`src/hw/rtl/tieu_pkg.sv`:
```
package tieu_pkg;

   localparam int NUM_REGS    = 32;
   localparam int MEM_NIBBLES = 4096;

   localparam int RF_AW      = $clog2(NUM_REGS);
   localparam int MEM_AW     = $clog2(MEM_NIBBLES);
   localparam int CLR_W      = MEM_AW + 1;
   localparam int OP_W       = 4;
   localparam int REG_IDX_W  = 5;
   localparam int DATA_W     = 32;
   localparam int ADDR_W     = 12;
   localparam int NIB_SUM_W  = ADDR_W + 1;
   localparam int NIB_W      = 4;

   localparam logic [OP_W-1:0] OP_ADD  = 4'd0;
   localparam logic [OP_W-1:0] OP_SUB  = 4'd1;
   localparam logic [OP_W-1:0] OP_ADDI = 4'd2;
   localparam logic [OP_W-1:0] OP_SUBI = 4'd3;
   localparam logic [OP_W-1:0] OP_MULI = 4'd4;
   localparam logic [OP_W-1:0] OP_LW   = 4'd5;
   localparam logic [OP_W-1:0] OP_SW   = 4'd6;
   localparam logic [OP_W-1:0] OP_BNE  = 4'd7;
   localparam logic [OP_W-1:0] OP_BEQ  = 4'd8;
   localparam logic [OP_W-1:0] OP_SGT  = 4'd9;
   localparam logic [OP_W-1:0] OP_JUMP = 4'd10;

   // register file read port select
   localparam logic [1:0] RD_SRC    = 2'd0;
   localparam logic [1:0] RD_SECOND = 2'd1;
   localparam logic [1:0] RD_R16    = 2'd2;

   // SGT loads its destination from this register
   localparam logic [REG_IDX_W-1:0] SGT_SRC_IDX = 5'd16;

   typedef struct packed {
      logic       latch;
      logic       rd_en;
      logic [1:0] rd_sel;
      logic       cap_vb;
      logic       exec;
      logic       sgt_wr;
      logic       cap_r16;
      logic       mem_en;
      logic [1:0] mem_idx;
      logic       finish;
   } tieu_cmd_type;

   typedef struct packed {
      logic            clear_done;
      logic [OP_W-1:0] op;
      logic            sgt_ge;
      logic            out_free;
   } tieu_status_type;

endpackage

```
`src/hw/rtl/tieu_ctrl.sv`:
```
module tieu_ctrl (
   input  logic                      clock,
   input  logic                      reset,
   input  logic                      req_valid,
   output logic                      req_stall,
   input  tieu_pkg::tieu_status_type status,
   output tieu_pkg::tieu_cmd_type    cmd
);

   localparam logic [3:0] S_CLEAR  = 4'd0;
   localparam logic [3:0] S_IDLE   = 4'd1;
   localparam logic [3:0] S_RB     = 4'd2;
   localparam logic [3:0] S_RX     = 4'd3;
   localparam logic [3:0] S_EXEC   = 4'd4;
   localparam logic [3:0] S_MEM    = 4'd5;
   localparam logic [3:0] S_MEMEND = 4'd6;
   localparam logic [3:0] S_R16    = 4'd7;
   localparam logic [3:0] S_R16D   = 4'd8;
   localparam logic [3:0] S_DONE   = 4'd9;

   logic [3:0] state_ff, state_in;
   logic [1:0] k_ff, k_in;

   assign req_stall = (state_ff != S_IDLE);

   always_comb begin
      state_in = state_ff;
      k_in     = k_ff;
      cmd      = '0;
      unique case (state_ff)
         S_CLEAR: begin
            if (status.clear_done) state_in = S_IDLE;
         end
         S_IDLE: begin
            cmd.latch = req_valid;
            if (req_valid) state_in = S_RB;
         end
         S_RB: begin
            cmd.rd_en  = 1'b1;
            cmd.rd_sel = tieu_pkg::RD_SRC;
            state_in   = S_RX;
         end
         S_RX: begin
            cmd.cap_vb = 1'b1;
            cmd.rd_en  = 1'b1;
            cmd.rd_sel = tieu_pkg::RD_SECOND;
            state_in   = S_EXEC;
         end
         S_EXEC: begin
            cmd.exec = 1'b1;
            k_in     = 2'd0;
            priority if (status.op == tieu_pkg::OP_SGT && status.sgt_ge) begin
               cmd.sgt_wr = 1'b1;
               state_in   = S_R16;
            end else if (status.op == tieu_pkg::OP_LW || status.op == tieu_pkg::OP_SW) begin
               state_in = S_MEM;
            end else begin
               state_in = S_DONE;
            end
         end
         S_MEM: begin
            cmd.mem_en  = 1'b1;
            cmd.mem_idx = k_ff;
            k_in        = k_ff + 2'd1;
            if (k_ff == 2'd3) state_in = S_MEMEND;
         end
         // last load nibble shifts in here
         S_MEMEND: begin
            state_in = S_DONE;
         end
         S_R16: begin
            cmd.rd_en  = 1'b1;
            cmd.rd_sel = tieu_pkg::RD_R16;
            state_in   = S_R16D;
         end
         S_R16D: begin
            cmd.cap_r16 = 1'b1;
            state_in    = S_DONE;
         end
         S_DONE: begin
            if (status.out_free) begin
               cmd.finish = 1'b1;
               state_in   = S_IDLE;
            end
         end
         default: begin
            state_in = S_CLEAR;
         end
      endcase
   end

   always_ff @(posedge clock) begin
      if (reset) begin
         state_ff <= S_CLEAR;
         k_ff     <= 2'd0;
      end else begin
         state_ff <= state_in;
         k_ff     <= k_in;
      end
   end

endmodule

```
`config.mk`:
```
export PLATFORM = sky130hd
export DESIGN_NAME = tieu_ctrl
export DESIGN_NICKNAME = d
export VERILOG_FILES = /design/src/hw/rtl/tieu_pkg.sv /design/src/hw/rtl/tieu_ctrl.sv
export SDC_FILE = /design/constraint.sdc
export NUM_CORES = 1
export LEC_CHECK = 0
export BUFFER_PORTS_ARGS = -buffer_cell sky130_fd_sc_hd__buf_2
export CAP_MARGIN = 20
export CELL_PAD_IN_SITES_DETAIL_PLACEMENT = 1
export CELL_PAD_IN_SITES_GLOBAL_PLACEMENT = 1
export CORE_MARGIN = 5
export CORE_UTILIZATION = 31
export DETAILED_ROUTE_END_ITERATION = 10
export PLACE_DENSITY = 0.73
export SKIP_CTS_REPAIR_TIMING = 1
export SYNTH_ARGS = -nofsm -noshare
export SYNTH_HDL_FRONTEND = slang
export SYNTH_SLANG_ARGS = --single-unit
```
`constraint.sdc`:
```
create_clock -name clock -period 1.88 [get_ports clock]
set_clock_uncertainty 0.2 [all_clocks]
set_input_delay 0.376 -clock clock [delete_from_list [all_inputs] [get_ports clock]]
set_output_delay 0.376 -clock clock [all_outputs]
set_load 0.02 [all_outputs]
```
* Word level (Yosys, flattened, before mapping) *
Cells that the tools add are included.

storage, ports and cells
  bits in registers = 6
  input port bits = 10

cells by class
  $add $sub $neg = 1
  equality and inequality tests = 18
  mux-type cells = 17
  reduce and logical (&&, ||, !) cells = 6

operators by type and width
  kind                   number
  $pmux W4 S9            1
  $eq A4 B3 Y1 const B   6
  $mux W4                6
  $eq A4 B4 Y1 const B   3
  $pmux W3 S3            1
  $eq A4 B2 Y1 const B   2
  $ne A2 B2 Y1 const B   4
  $mux W1                6
  $eq A4 B1 Y1 const B   1
  $logic_not A4 Y1       1
  $ne A4 B1 Y1 const B   1
  $pmux W2 S2            1
  $reduce_and A4 Y1      1
  $mux W3                1
  $add A2 B1 Y2 const B  1
  $eq A2 B2 Y1 const B   1
  $mux W2                1
  $reduce_bool A2 Y1     1
  $reduce_or A2 Y1       1
  $logic_and A1 B1 Y1    1
  $logic_or A1 B1 Y1     1

* Depth between registers and ports, before layout *
  depth in word-level cells = 5
  mapped depth = 5
  mapped depth without buffers = 5

* Least setup slack after synthesis *
No wires, ideal clock.

  path kind = reg2out
  start point = register state_ff[0]
  end point = output port cmd[1] in the netlist's numbering
  arrival time = 1.439 ns
  slack = -0.135 ns
  stages on the path, launching flop included = 5
  buffers on the path = 1
  path through = dfxtp_1 > buf_6 > nand2_1 > nor3_1 > and2_1

RTL lines
  what                    line             RTL
  from (decl)             tieu_ctrl.sv:21  logic [3:0] state_ff, state_in;
  from (signal assigned)  tieu_ctrl.sv:97  state_ff <= state_in;
  to (decl)               tieu_ctrl.sv:7   output tieu_pkg::tieu_cmd_type cmd

==> out/results.ini <==
[drt]
final_antenna_net_count=0
routed_via_density=5.51
wl_per_cell_um=14.5
drtIter0Drc=4
firstDrtPassIters=2
postRouteWirelength_um=1580
drc=0
via_count=601

[synth]
yosys_warnings=0
synthArstFlopShare=0
ys_dominant_reg_cell=dfxtp_1
ys_seq_elements=6
syn-instance-count=66
avgSynthCellArea_um2=8.04
yosys.area.top_type=dfxtp_1
synth_nets=77
synth_enable_flop_cells=0
synth_commonest_cells=nor2_1 (7), dfxtp_1 (6), a21oi_1 (4), nand2_1 (4)
netlist.area_leader.share=0.226
yosys-top-cells-area=dfxtp_1 (23%), nor3_2 (5.7%), nor2_1 (5.0%)
synth_seq_area_share=0.226
synth_cell_types=33
synth_most_common_cell=nor2_1
synth_area_um2=531

[setup_path]
worstPathRequired_ns=1.30
cp.depth=3
start_kind=flop
crit_arrival_ns=1.26
crit_chain=nor4b_4, and3_4, buf_6
crit_type=flop to primary output
path_delay_family=simple AND/OR/NAND/NOR gates
r2r_cells=5
slowest_delay_ns=0.36
cp-end-kind=primary output
critPathSlowestCell=dfxtp_4
critPathMaxFanout=6
worst-path-buf-inv=1

[run_status]
outcome=complete, no violations

[placed_design]
place_congestion=0.736
dpl.hpwl_um=1240
port_buffers=22
place_ws_ns=0.168
dpl-instance-area_um2=673

[clock_tree]
cts_max_level=1
clockBufferDepth=2
clkLatencyLatePin_ns=0.25
path_clk_slew_ns=0.05
cts-root-buf=clkbuf_4
cts.sinks=6
tritoncts=done
cts_inserted_buffers=3

[global_routing]
use_met3=0.0700
met1_usage=0.137
grt_max_degree=14
track_usage=0.133
grt_pass1_vias=603
grt_pass1_wl_um=2630
overflow=0
grt.busiest_layer=met2
use_met2=0.246
antenna_found_initial=0

[timing]
fmax_mhz=544
slew_violations=0
setup_viol=0
rsz0062_at_grt=yes
period_share=0.978
slew_headroom=0.771
period_minus_slack_ns=1.84
finalHoldViolations=0
worst_slack_ns=0.0415
hold_slack_ns=0.178
tightest_slew_ns=0.343
fin_setup_tns_ns=0

[die]
start_util=0.318
rows=15
dieArea_um2=2640
io_pins=23
die-height_um=51.4
dieWidth_um=51.4
core_um2=1670

[cells_and_area]
seqCellArea_um2=135
syn2layout_area_growth_pct=45.3
multi_input_area_um2=402
n_fill_cell=207
fin_area_um2=771
nNetsFinal=105
antennaDiodeCount=0
drive_gt1_frac=0.533

[power]
p_sw_frac=0.411
power.switching_uw=221
power.share.combinational=0.451
peakVddDrop_mv=0.579
power_frac_seq=0.320
p_int_uw=318
p_leak_nw=0.332
clock_power_share=0.229
total_power_uw=539
powerDensity_nw_per_um2=699

[flow_run]
maxCapViolations=0

[hold_path]
hold_class=primary input to flop
holdPathStages=2

## layout make-up
cell class | instances | area share
Sequential cell | 6 | 0.175
Clock buffer | 3 | 0.0292
Timing Repair Buffer | 28 | 0.227
Inverter | 4 | 0.0195
Multi-Input combinational cell | 51 | 0.521
Tap cell | 17 | 0.0276
## state kept, by name, indices dropped and copies added, names as in the netlist
signal and flops:
state_ff 4, k_ff 2
## worst reg2reg max path, stage by stage (launching register included)
cell and delay (ns):
dfxtp_4 0.37, buf_4 0.17, nor3_2 0.17, a31oi_1 0.09, or4b_4 0.50, o211ai_2 0.07
## power by group through the flow
stage,registers [mW],clock network (mW),logic [mW]
after global placement,0.169,0,0.224
after CTS,0.167,0.129,0.228
final,0.172,0.124,0.243
after global routing,0.174,0.139,0.270
after floorplan,0.154,0,0.175
after detailed placement,0.170,0,0.226
## final timing paths
path / startpoint / endpoint / slack, ns
min reg2reg: k_ff[1] / k_ff[1] / 0.28
max reg2reg: state_ff[0] / state_ff[0] / 0.25
max: state_ff[1] / cmd[5] / 0.04
min: reset / state_ff[3] / 0.18
## kinds of logic after synthesis
logic type      after synthesis  share of synthesized area
flops                         6                      0.226
buf+inv                       9                      0.101
simple gates                 35                      0.429
compound gates               13                      0.182
fa+ha+maj                     1                     0.0236
mux                           2                     0.0377
## cell usage in the layout, fill, tap and decap left out, types with 2 or more instances in the layout
cell / n
a211oi_1: 3
a21oi_1: 4
and2_1: 2
buf_2: 17
buf_4: 9
buf_6: 2
clkbuf_4: 3
dfxtp_1: 2
dfxtp_4: 4
inv_1: 3
mux2i_1: 2
nand2_1: 3
nand2b_1: 2
nor2_1: 6
nor2b_1: 2
nor3_1: 2
nor3_2: 3
nor4bb_1: 2
o21ai_0: 2
## metal layers
metal | part of all wire | wire, um
met5 | 0 | 0
met3 | 0.081 | 128
met2 | 0.54 | 856
met4 | 0 | 0
met1 | 0.38 | 593
## per-stage QoR
step                       util  cells
after floorplan               -     66
after global placement    0.403    104
after detailed placement  0.403    104
after CTS                 0.416    107
after global routing      0.461    109
final                     0.461    109
No activity file was read; power rests on OpenSTA's default activity.
